$ cat src/hdl/assert_macros.svh
// ----------------------------------------------------------------------------
// Assertion macros
// Shared helpers for concurrent assertions with a synchronous active-low reset.
// ----------------------------------------------------------------------------
`ifndef ASSERT_MACROS_SVH
`define ASSERT_MACROS_SVH

// Same-cycle implication, disabled while reset is asserted.
`define ASSERT_IMPL(lbl, clk, rstn, ante, cons) \
    lbl: assert property (@(posedge clk) disable iff (!(rstn)) (ante) |-> (cons)) \
        else $error("assertion failed");

// Next-cycle implication, disabled while reset is asserted.
`define ASSERT_NEXT(lbl, clk, rstn, ante, cons) \
    lbl: assert property (@(posedge clk) disable iff (!(rstn)) (ante) |=> (cons)) \
        else $error("assertion failed");

`endif

$ cat src/hdl/mfe_pkg.sv
// ----------------------------------------------------------------------------
// MIDI file encoder package
// Shared types, request codes and the constant file-header bytes.
// ----------------------------------------------------------------------------
package mfe_pkg;

    typedef enum logic [1:0] {
        REQ_START = 2'd0,
        REQ_EVENT = 2'd1,
        REQ_END   = 2'd2,
        REQ_NONE  = 2'd3
    } req_t;

    localparam int IdxW       = 6;
    localparam int DivIters   = 29;   // two quotient bits per iteration, 58-bit dividend
    localparam int DivCntW    = 5;
    localparam logic [IdxW-1:0] StartBytes = 6'd37;
    localparam logic [IdxW-1:0] EndBytes   = 6'd8;

    localparam logic [7:0] KindMin   = 8'h80;
    localparam logic [7:0] KindMax   = 8'hE0;
    localparam logic [7:0] KindBend  = 8'hE0;
    localparam logic [7:0] KindProg  = 8'hC0;
    localparam logic [7:0] KindPress = 8'hD0;
    localparam logic [15:0] BendMax  = 16'h3FFF;

    // Command bundle from the controller to the datapath.
    typedef struct packed {
        logic            load;
        logic            mul;
        logic            div_step;
        logic            emit;
        logic            last;
        logic [IdxW-1:0] idx;
    } cmd_t;

    // Status bundle from the datapath to the controller.
    typedef struct packed {
        req_t            in_req;
        logic            in_kind_ok;
        logic [IdxW-1:0] total;
        logic            out_free;
    } sts_t;

    // Bytes of the start sequence: header chunk, track chunk header, tempo and time signature.
    function automatic logic [7:0] start_byte(input logic [IdxW-1:0] idx,
                                              input logic [14:0] ppq,
                                              input logic [23:0] tempo);
        logic [7:0] b;
        begin
            case (idx)
                6'd0:  b = 8'h4D;
                6'd1:  b = 8'h54;
                6'd2:  b = 8'h68;
                6'd3:  b = 8'h64;
                6'd7:  b = 8'h06;
                6'd11: b = 8'h01;
                6'd12: b = {1'b0, ppq[14:8]};
                6'd13: b = ppq[7:0];
                6'd14: b = 8'h4D;
                6'd15: b = 8'h54;
                6'd16: b = 8'h72;
                6'd17: b = 8'h6B;
                6'd23: b = 8'hFF;
                6'd24: b = 8'h51;
                6'd25: b = 8'h03;
                6'd26: b = tempo[23:16];
                6'd27: b = tempo[15:8];
                6'd28: b = tempo[7:0];
                6'd30: b = 8'hFF;
                6'd31: b = 8'h58;
                6'd32: b = 8'h04;
                6'd33: b = 8'h04;
                6'd34: b = 8'h02;
                6'd35: b = 8'h18;
                6'd36: b = 8'h08;
                default: b = 8'h00;
            endcase
            return b;
        end
    endfunction

endpackage

$ cat src/hdl/mfe_ctrl.sv
// ----------------------------------------------------------------------------
// MIDI file encoder controller
// Sequences capture, multiply and division (channel events only) and byte emission.
// ----------------------------------------------------------------------------
`include "assert_macros.svh"

module mfe_ctrl (
    input  logic          aclk,
    input  logic          aresetn,
    input  logic          s_tvalid,
    output logic          s_tready,
    input  mfe_pkg::sts_t sts,
    output mfe_pkg::cmd_t cmd
);

    typedef enum logic [1:0] {
        S_IDLE,
        S_MUL,
        S_DIV,
        S_EMIT
    } state_t;

    state_t                        state_reg, state_next;
    logic [mfe_pkg::IdxW-1:0]      idx_reg, idx_next;
    logic [mfe_pkg::DivCntW-1:0]   div_cnt_reg, div_cnt_next;
    logic                          accept;

    assign s_tready = (state_reg == S_IDLE);
    assign accept   = s_tvalid && s_tready;

    // Next-state and command logic.
    always_comb begin
        state_next   = state_reg;
        idx_next     = idx_reg;
        div_cnt_next = div_cnt_reg;
        cmd          = '0;
        cmd.idx      = idx_reg;
        case (state_reg)
            S_IDLE: begin
                if (accept) begin
                    cmd.load = 1'b1;
                    idx_next = '0;
                    case (sts.in_req)
                        mfe_pkg::REQ_START, mfe_pkg::REQ_END: state_next = S_EMIT;
                        mfe_pkg::REQ_EVENT: begin
                            if (sts.in_kind_ok) begin
                                state_next = S_MUL;
                            end
                        end
                        default: state_next = S_IDLE;
                    endcase
                end
            end
            S_MUL: begin
                cmd.mul      = 1'b1;
                div_cnt_next = '0;
                state_next   = S_DIV;
            end
            S_DIV: begin
                cmd.div_step = 1'b1;
                div_cnt_next = div_cnt_reg + 1'b1;
                if (div_cnt_reg == mfe_pkg::DivCntW'(mfe_pkg::DivIters - 1)) begin
                    state_next = S_EMIT;
                end
            end
            S_EMIT: begin
                if (sts.out_free) begin
                    cmd.emit = 1'b1;
                    cmd.last = (idx_reg == sts.total - 1'b1);
                    idx_next = idx_reg + 1'b1;
                    if (cmd.last) begin
                        state_next = S_IDLE;
                    end
                end
            end
            default: state_next = S_IDLE;
        endcase
    end

    // State and counters.
    always_ff @(posedge aclk) begin
        if (!aresetn) begin
            state_reg   <= S_IDLE;
            idx_reg     <= '0;
            div_cnt_reg <= '0;
        end else begin
            state_reg   <= state_next;
            idx_reg     <= idx_next;
            div_cnt_reg <= div_cnt_next;
        end
    end

    // The divider never runs past its last iteration.
    `ASSERT_IMPL(a_div_bound, aclk, aresetn, state_reg == S_DIV,
                 div_cnt_reg < mfe_pkg::DivCntW'(mfe_pkg::DivIters))
    // Emission never goes beyond the byte total of the current request.
    `ASSERT_IMPL(a_idx_bound, aclk, aresetn, state_reg == S_EMIT, idx_reg < sts.total)
    // The final byte of a request returns the controller to idle.
    `ASSERT_NEXT(a_last_idle, aclk, aresetn, cmd.emit && cmd.last, state_reg == S_IDLE)
    // A byte is only loaded when the output register can take it.
    `ASSERT_IMPL(a_emit_free, aclk, aresetn, cmd.emit, sts.out_free)

endmodule

$ cat src/hdl/mfe_dp.sv
// ----------------------------------------------------------------------------
// MIDI file encoder datapath
// Configuration, tick conversion, radix-4 divider, byte selection and output.
// ----------------------------------------------------------------------------
module mfe_dp (
    input  logic          aclk,
    input  logic          aresetn,
    input  logic          cfg_we,
    input  logic [1:0]    cfg_index,
    input  logic [23:0]   cfg_data,
    input  logic [79:0]   s_tdata,
    input  logic [1:0]    s_tuser,
    input  mfe_pkg::cmd_t cmd,
    output mfe_pkg::sts_t sts,
    output logic          m_tvalid,
    input  logic          m_tready,
    output logic [7:0]    m_tdata,
    output logic          m_tuser,
    output logic          m_tlast
);

    logic [14:0] ppq_reg;
    logic [23:0] tempo_reg;
    logic [1:0]  req_reg;
    logic [7:0]  kind_reg;
    logic [3:0]  chan_reg;
    logic [6:0]  d1_reg, d2_reg;
    logic [13:0] bend_reg;
    logic [31:0] time_reg;
    logic [24:0] k_reg;
    logic [57:0] dvd_reg, dvd_next;
    logic [24:0] rem_reg, rem_next;
    logic [31:0] quo_reg, quo_next;
    logic [31:0] prev_reg, cnt_reg;
    logic        m_tvalid_reg;
    logic [7:0]  m_tdata_reg;
    logic        m_tuser_reg, m_tlast_reg;

    logic [7:0]  in_kind;
    logic [15:0] in_bend;
    logic [23:0] divisor;
    logic [31:0] tick, delta, end_len;
    logic [2:0]  vlq_n, grp_idx;
    logic [6:0]  grp;
    logic        is_bend;
    logic [5:0]  ev_total, ev_j;
    logic [7:0]  byte_sel;

    assign in_kind = s_tdata[39:32];
    assign in_bend = s_tdata[79:64];
    assign divisor = (tempo_reg == '0) ? 24'd1 : tempo_reg;
    assign is_bend = (kind_reg == mfe_pkg::KindBend);

    // Configuration registers.
    always_ff @(posedge aclk) begin
        if (!aresetn) begin
            ppq_reg   <= 15'd480;
            tempo_reg <= 24'd500000;
        end else if (cfg_we) begin
            if (cfg_index == 2'd0) begin
                ppq_reg <= cfg_data[14:0];
            end else if (cfg_index == 2'd1) begin
                tempo_reg <= cfg_data;
            end
        end
    end

    // Two restoring division steps per cycle.
    always_comb begin
        logic [24:0] r;
        logic [57:0] d;
        logic [31:0] q;
        r = rem_reg;
        d = dvd_reg;
        q = quo_reg;
        for (int i = 0; i < 2; i++) begin
            r = {r[23:0], d[57]};
            d = {d[56:0], 1'b0};
            if (r >= {1'b0, divisor}) begin
                r = r - {1'b0, divisor};
                q = {q[30:0], 1'b1};
            end else begin
                q = {q[30:0], 1'b0};
            end
        end
        rem_next = r;
        dvd_next = d;
        quo_next = q;
    end

    // Capture, multiply and divide.
    always_ff @(posedge aclk) begin
        if (cmd.load) begin
            req_reg  <= s_tuser;
            time_reg <= s_tdata[31:0];
            kind_reg <= in_kind;
            chan_reg <= s_tdata[43:40];
            d1_reg   <= s_tdata[54:48];
            d2_reg   <= s_tdata[62:56];
            bend_reg <= (in_bend > mfe_pkg::BendMax) ? 14'h3FFF : in_bend[13:0];
            k_reg    <= 25'(ppq_reg) * 25'd1000;
        end
        if (cmd.mul) begin
            dvd_reg <= {1'b0, 57'(time_reg) * 57'(k_reg)};
            rem_reg <= '0;
            quo_reg <= '0;
        end else if (cmd.div_step) begin
            dvd_reg <= dvd_next;
            rem_reg <= rem_next;
            quo_reg <= quo_next;
        end
    end

    // Delta time, its variable-length group count, the event byte total and the end length.
    always_comb begin
        tick  = (quo_reg < prev_reg) ? prev_reg : quo_reg;
        delta = tick - prev_reg;
        if (delta[31:28] != '0) begin
            vlq_n = 3'd5;
        end else if (delta[27:21] != '0) begin
            vlq_n = 3'd4;
        end else if (delta[20:14] != '0) begin
            vlq_n = 3'd3;
        end else if (delta[13:7] != '0) begin
            vlq_n = 3'd2;
        end else begin
            vlq_n = 3'd1;
        end
        ev_total = {3'b0, vlq_n} + ((is_bend || (kind_reg != mfe_pkg::KindProg &&
                   kind_reg != mfe_pkg::KindPress)) ? 6'd3 : 6'd2);
        end_len  = cnt_reg + 32'd4;
    end

    // Byte selection for the current index.
    always_comb begin
        grp_idx = vlq_n - 3'd1 - cmd.idx[2:0];
        ev_j    = cmd.idx - {3'b0, vlq_n};
        case (grp_idx)
            3'd0:    grp = delta[6:0];
            3'd1:    grp = delta[13:7];
            3'd2:    grp = delta[20:14];
            3'd3:    grp = delta[27:21];
            default: grp = {3'b0, delta[31:28]};
        endcase
        case (mfe_pkg::req_t'(req_reg))
            mfe_pkg::REQ_START: begin
                byte_sel = mfe_pkg::start_byte(cmd.idx, ppq_reg, tempo_reg);
            end
            mfe_pkg::REQ_EVENT: begin
                if (cmd.idx < {3'b0, vlq_n}) begin
                    byte_sel = {(grp_idx != 3'd0), grp};
                end else if (ev_j == 6'd0) begin
                    byte_sel = kind_reg | {4'b0, chan_reg};
                end else if (ev_j == 6'd1) begin
                    byte_sel = {1'b0, is_bend ? bend_reg[6:0] : d1_reg};
                end else begin
                    byte_sel = {1'b0, is_bend ? bend_reg[13:7] : d2_reg};
                end
            end
            default: begin
                case (cmd.idx)
                    6'd1:    byte_sel = 8'hFF;
                    6'd2:    byte_sel = 8'h2F;
                    6'd4:    byte_sel = end_len[31:24];
                    6'd5:    byte_sel = end_len[23:16];
                    6'd6:    byte_sel = end_len[15:8];
                    6'd7:    byte_sel = end_len[7:0];
                    default: byte_sel = 8'h00;
                endcase
            end
        endcase
    end

    // Track state, updated when a request's last byte goes out.
    always_ff @(posedge aclk) begin
        if (!aresetn) begin
            prev_reg <= '0;
            cnt_reg  <= '0;
        end else if (cmd.emit && cmd.last) begin
            case (mfe_pkg::req_t'(req_reg))
                mfe_pkg::REQ_START: begin
                    prev_reg <= '0;
                    cnt_reg  <= 32'd15;
                end
                mfe_pkg::REQ_EVENT: begin
                    prev_reg <= tick;
                    cnt_reg  <= cnt_reg + {26'b0, ev_total};
                end
                default: cnt_reg <= end_len;
            endcase
        end
    end

    // Output register.
    always_ff @(posedge aclk) begin
        if (!aresetn) begin
            m_tvalid_reg <= 1'b0;
        end else if (cmd.emit) begin
            m_tvalid_reg <= 1'b1;
        end else if (m_tready) begin
            m_tvalid_reg <= 1'b0;
        end
        if (cmd.emit) begin
            m_tdata_reg <= byte_sel;
            m_tuser_reg <= (req_reg == mfe_pkg::REQ_END) && cmd.idx[2];
            m_tlast_reg <= cmd.last;
        end
    end

    // Status toward the controller.
    always_comb begin
        sts.in_req     = mfe_pkg::req_t'(s_tuser);
        sts.in_kind_ok = (in_kind >= mfe_pkg::KindMin) && (in_kind <= mfe_pkg::KindMax);
        sts.out_free   = !m_tvalid_reg || m_tready;
        case (mfe_pkg::req_t'(req_reg))
            mfe_pkg::REQ_START: sts.total = mfe_pkg::StartBytes;
            mfe_pkg::REQ_EVENT: sts.total = ev_total;
            default:            sts.total = mfe_pkg::EndBytes;
        endcase
    end

    assign m_tvalid = m_tvalid_reg;
    assign m_tdata  = m_tdata_reg;
    assign m_tuser  = m_tuser_reg;
    assign m_tlast  = m_tlast_reg;

endmodule

$ cat src/hdl/midi_file_event_encoder_top.sv
// ----------------------------------------------------------------------------
// MIDI file event encoder
// Turns start, channel-event and end requests into a format-0 MIDI file stream.
// ----------------------------------------------------------------------------
// One request is handled at a time and the next one is taken as soon as the
// last byte of the current one sits in the output register. A start request
// emits 37 bytes, one per cycle while the output is not stalled. An end
// request emits 8 bytes. A channel event has a capture step, a multiply step,
// the two-bit-per-cycle restoring divider that turns milliseconds into ticks,
// then 3 to 8 output bytes. Events with a status outside 0x80..0xE0 and
// reserved requests are consumed without output. Output back-pressure holds
// back byte emission.
module midi_file_event_encoder_top (
    input  logic        aclk,
    input  logic        aresetn,
    input  logic        cfg_we,
    input  logic [1:0]  cfg_index,
    input  logic [23:0] cfg_data,
    input  logic        s_tvalid,
    output logic        s_tready,
    // time_ms[31:0], msg_kind[39:32], channel[47:40], data_one[55:48],
    // data_two[63:56], bend_value[79:64]
    input  logic [79:0] s_tdata,
    // req_type[1:0]
    input  logic [1:0]  s_tuser,
    output logic        m_tvalid,
    input  logic        m_tready,
    // out_byte[7:0]
    output logic [7:0]  m_tdata,
    // to_length_field[0]
    output logic        m_tuser,
    output logic        m_tlast
);

    mfe_pkg::cmd_t cmd;
    mfe_pkg::sts_t sts;

    mfe_ctrl u_ctrl (
        .aclk     (aclk),
        .aresetn  (aresetn),
        .s_tvalid (s_tvalid),
        .s_tready (s_tready),
        .sts      (sts),
        .cmd      (cmd)
    );

    mfe_dp u_dp (
        .aclk      (aclk),
        .aresetn   (aresetn),
        .cfg_we    (cfg_we),
        .cfg_index (cfg_index),
        .cfg_data  (cfg_data),
        .s_tdata   (s_tdata),
        .s_tuser   (s_tuser),
        .cmd       (cmd),
        .sts       (sts),
        .m_tvalid  (m_tvalid),
        .m_tready  (m_tready),
        .m_tdata   (m_tdata),
        .m_tuser   (m_tuser),
        .m_tlast   (m_tlast)
    );

endmodule

$ cat config.mk
export PLATFORM = sky130hd
export DESIGN_NAME = midi_file_event_encoder_top
export DESIGN_NICKNAME = d
export VERILOG_FILES = /design/src/hdl/mfe_pkg.sv /design/src/hdl/mfe_ctrl.sv /design/src/hdl/mfe_dp.sv /design/src/hdl/midi_file_event_encoder_top.sv
export VERILOG_INCLUDE_DIRS = /design/src /design/src/hdl
export SDC_FILE = /design/constraint.sdc
export NUM_CORES = 2
export LEC_CHECK = 0
export BUFFER_PORTS_ARGS = -buffer_cell sky130_fd_sc_hd__clkbuf_2
export CORE_MARGIN = 3
export CORE_UTILIZATION = 35
export DETAILED_ROUTE_END_ITERATION = 10
export SYNTH_ARGS = -nofsm -noshare
export SYNTH_HDL_FRONTEND = slang
export SYNTH_HIERARCHICAL = 1
export SYNTH_SLANG_ARGS = --single-unit
$ cat constraint.sdc
create_clock -name aclk -period 8.85 [get_ports aclk]
set_input_delay 1.77 -clock aclk [delete_from_list [all_inputs] [get_ports aclk]]
set_output_delay 1.77 -clock aclk [all_outputs]
set_load 0.005 [all_outputs]
==> flow_summary.ini <==
[route]
firstDrtPassIters = 5
detail_route.wl_per_cell_um = 17.8
detail_route.drc_violations = 0
via_count = 35800
drt_first_iter_violations = 2551
drt-total-wl_um = 124000
drt.antenna.violating_nets = 0
route.top_layer_used = met4
met1Wirelength_um = 56100
avgViaCountPerCell = 5.15
met2RoutedLength_um = 58300
detailroute.wirelength.met3_um = 6540

[critical_path]
timing.critical_path.max_delay_family = simple AND/OR/NAND/NOR gates
worst_setup_path_end_kind = flip-flop
largest_incremental_delay_on_the_critical_path_ps = 570
r2r_setup_slack_ps = 340
path_max_fanout = 5
worst-r2r-cell-count = 39
reg2reg_to = u_dp/prev_reg[31]
critPathLaunchType = flip-flop
cp_slowest_cell = sky130_fd_sc_hd__or4_4
rr_startpoint = u_dp/prev_reg[23]
worstPathArrival_ps = 9010
worst-endpoint-required_ps = 9360
timing.critical_path.buf_inv = 7
setup.worst_path.class = reg -> reg

[global_routing]
grt_max_degree = 63
gr-usage-all-layers = 0.184
antenna_violations_before_repair = 2
grt_pass1_wl_um = 203000
vias_in_the_first_global_route = 37000
grt_overflow = 0

[hold_path]
timing.hold.worst_path_depth = 2
worstHoldEndpoint = u_dp/rem_reg[6]
hp-start = u_dp/rem_reg[6]
class_of_the_tightest_hold_or_removal_check = reg -> reg

[clocking]
clkSlewWorstSetupHoldPaths_ps = 60
clock_latency_at_the_later_pin_of_the_worst_skew_pair_ps = 630
cts_root_buf = sky130_fd_sc_hd__clkbuf_16
cts_tree = done
cts_max_level = 2
clock-sinks = 334
maximum_root_to_sink_buffer_count = 3
cts_made_buffers = 44

[synth]
synth_most_common_cell = sky130_fd_sc_hd__nand2_1
ys_warn_count = 6
synth.largest_area_cell = sky130_fd_sc_hd__fa_1
synthesis.area_per_instance_um2 = 8.87
netlist.area_leader.share = 0.287
synth_seq_cells = 334
synth_edf_count = 160
synth_cells = 5138
synth.top_cells.by_area = sky130_fd_sc_hd__fa_1, sky130_fd_sc_hd__edfxtp_1, sky130_fd_sc_hd__ha_1
synth.distinct_cells = 100
synth.cells.most_frequent = sky130_fd_sc_hd__nand2_1, sky130_fd_sc_hd__inv_1, sky130_fd_sc_hd__fa_1
dominantRegCellSynth = sky130_fd_sc_hd__dfxtp_1
synth.cell_area_um2 = 45600
synth_seq_area_share = 0.182
fraction_of_registers_with_async_set_or_reset_after_synthesis = 0
synth_nets = 6255

[timing]
final-setup-viol-count = 0
layout_worst_path_cycle_share = 0.961
max_freq_mhz = 118
timing_max_transition_violations_final = 0
final.setup_skew_ps = 54.1
timing_worst_slew_pin_value_ps = 1170
finalCriticalPeriod_ps = 8510
final-hold-violation-count = 0
worst_case_headroom_to_the_max_slew_limit = 0.221

[floorplan]
starting_utilization_of_the_core_area = 0.355
die_area_um2 = 135000
row_count = 131
core_um2 = 129000
die_y_um = 367
top_level_ports = 125
die_w_um = 367

[run]
max_cap_violations = 0

[placed_design]
post-dp-hpwl_um = 97800
placed_cell_area_um2 = 48500
globalplace.congestion = 0.908
placement.io_buffers = 118

[layout]
design_area_um2 = 50400
final_net_count = 6308
largest_reg_flops = 55
final_layout_size_suffix_gt1_frac = 0.0951
insertedDiodeCount = 0
layout-area-overhead-vs-synth_pct = 10.5

[run_status]
status = completed
==> cells by family (layout without fill, tap and decap cells) <==
family	count (synthesis)	after routing	share of synthesized area
buffers and inverters	1027	1115	0.0854
and+or+nand+nor	1617	1617	0.162
DFF	334	334	0.182
other	1	1	0.0000823
adders and majority gates	1004	1004	0.383
AOI/OAI and AO/OA	846	846	0.122
muxes	136	136	0.0324
xor gates and xnor gates	173	173	0.0332
==> worst min-delay path: cells and delay by family, from the launching register on <==
kind | cells | cell delay [ps]
DFF | 1 | 320
and+or+nand+nor | 1 | 50
AOI/OAI and AO/OA | 1 | 60
==> worst max-delay path by stage <==
stage | from | endpoint | slack [ps] | cells past startpoint
after floorplan | u_dp/prev_reg[1] | u_dp/cnt_reg[3] | 820 | 36
after global placement | u_dp/prev_reg[19] | u_dp/cnt_reg[12] | 60 | 38
after detailed placement | u_dp/prev_reg[19] | u_dp/cnt_reg[12] | 40 | 38
after CTS | u_dp/prev_reg[1] | u_dp/cnt_reg[12] | 5 | 37
after global routing | u_dp/prev_reg[19] | u_dp/m_tdata[0] | -60 | 35
final | u_dp/prev_reg[23] | u_dp/prev_reg[31] | 340 | 39
==> through the flow <==
stage / util / setup TNS [ps] / worst slack, ps / hold WS, ps / cells
6_report: 0.392 / 0 / 345 / 484 / 6955
5_1_grt: 0.392 / -150 / -55.1 / 508 / 6955
4_1_cts: 0.389 / 0 / 4.74 / 482 / 6945
3_5_place_dp: 0.378 / 0 / 37.9 / 473 / 6864
3_3_place_gp: 0.378 / 0 / 63.8 / 460 / 6864
2_1_floorplan: - / 0 / 821 / 448 / 5138
==> placed cells by master, fill, tap and decap left out, types with 15 or more instances in the layout <==
master                      Yosys  final
sky130_fd_sc_hd__xor2_1        64     63
sky130_fd_sc_hd__a221oi_1      16     16
sky130_fd_sc_hd__nand3_1       59     59
sky130_fd_sc_hd__a21oi_1      226    223
sky130_fd_sc_hd__nand4_1       38     38
sky130_fd_sc_hd__nor2_1       243    240
sky130_fd_sc_hd__a21o_1        61     61
sky130_fd_sc_hd__fa_1         653    652
sky130_fd_sc_hd__o211ai_1      30     30
sky130_fd_sc_hd__nand2_1      835    833
sky130_fd_sc_hd__a31oi_1       29     27
sky130_fd_sc_hd__mux2i_1       78     77
sky130_fd_sc_hd__o21ai_0      180    174
sky130_fd_sc_hd__or2_2         16     16
sky130_fd_sc_hd__nor3_1        61     60
sky130_fd_sc_hd__o221ai_1      17     16
sky130_fd_sc_hd__dfxtp_1      174    174
sky130_fd_sc_hd__ha_1         351    345
sky130_fd_sc_hd__o21a_1        34     34
sky130_fd_sc_hd__or3_1         33     33
sky130_fd_sc_hd__nor2b_1       36     35
sky130_fd_sc_hd__mux2_2        54     54
sky130_fd_sc_hd__o21bai_1      15     15
sky130_fd_sc_hd__edfxtp_1     160    160
sky130_fd_sc_hd__clkbuf_2       0    118
sky130_fd_sc_hd__a22oi_1       39     39
sky130_fd_sc_hd__nand2b_1      28     28
sky130_fd_sc_hd__o22ai_1       15     15
sky130_fd_sc_hd__clkbuf_16      0     48
sky130_fd_sc_hd__o31ai_1       16     15
sky130_fd_sc_hd__xnor2_1      109    107
sky130_fd_sc_hd__inv_1        757    755
sky130_fd_sc_hd__nor4_1        23     21
sky130_fd_sc_hd__buf_4          5    141
sky130_fd_sc_hd__a211oi_1      40     39
sky130_fd_sc_hd__and3_1        20     20
sky130_fd_sc_hd__and2_1       176    175
==> final cells by class <==
| class | count | area (um2) |
|---|---|---|
| clock buffers | 52 | 1170 |
| clock inverters | 29 | 338 |
| fillers | 13000 | 78100 |
| inverters | 761 | 2860 |
| multi-input cells | 3777 | 33600 |
| flip-flops and latches | 334 | 8290 |
| well taps | 1729 | 2160 |
| repair buffers | 273 | 1920 |
==> layer usage <==
| metal | track usage | vias to the layer above |
|---|---|---|
| li1 | - | 16900 |
| met3 | 0.0288 | 154 |
| met5 | 0 | - |
| met1 | 0.251 | 17800 |
| met2 | 0.309 | 885 |
| met4 | 0.0403 | 0 |
==> repair_timing <==
action | CTS | global route
setup buffers | 0 | 6
pin swaps | 0 | 16
endpoints found under the setup margin | 2 | 71
cloned | 0 | 4
resized for setup | 2 | 48
hold buffers | 0 | 0
Power is left out: the tool's default activity adds up to more than one toggle a clock period on the data nets, which glitch-free logic cannot reach.
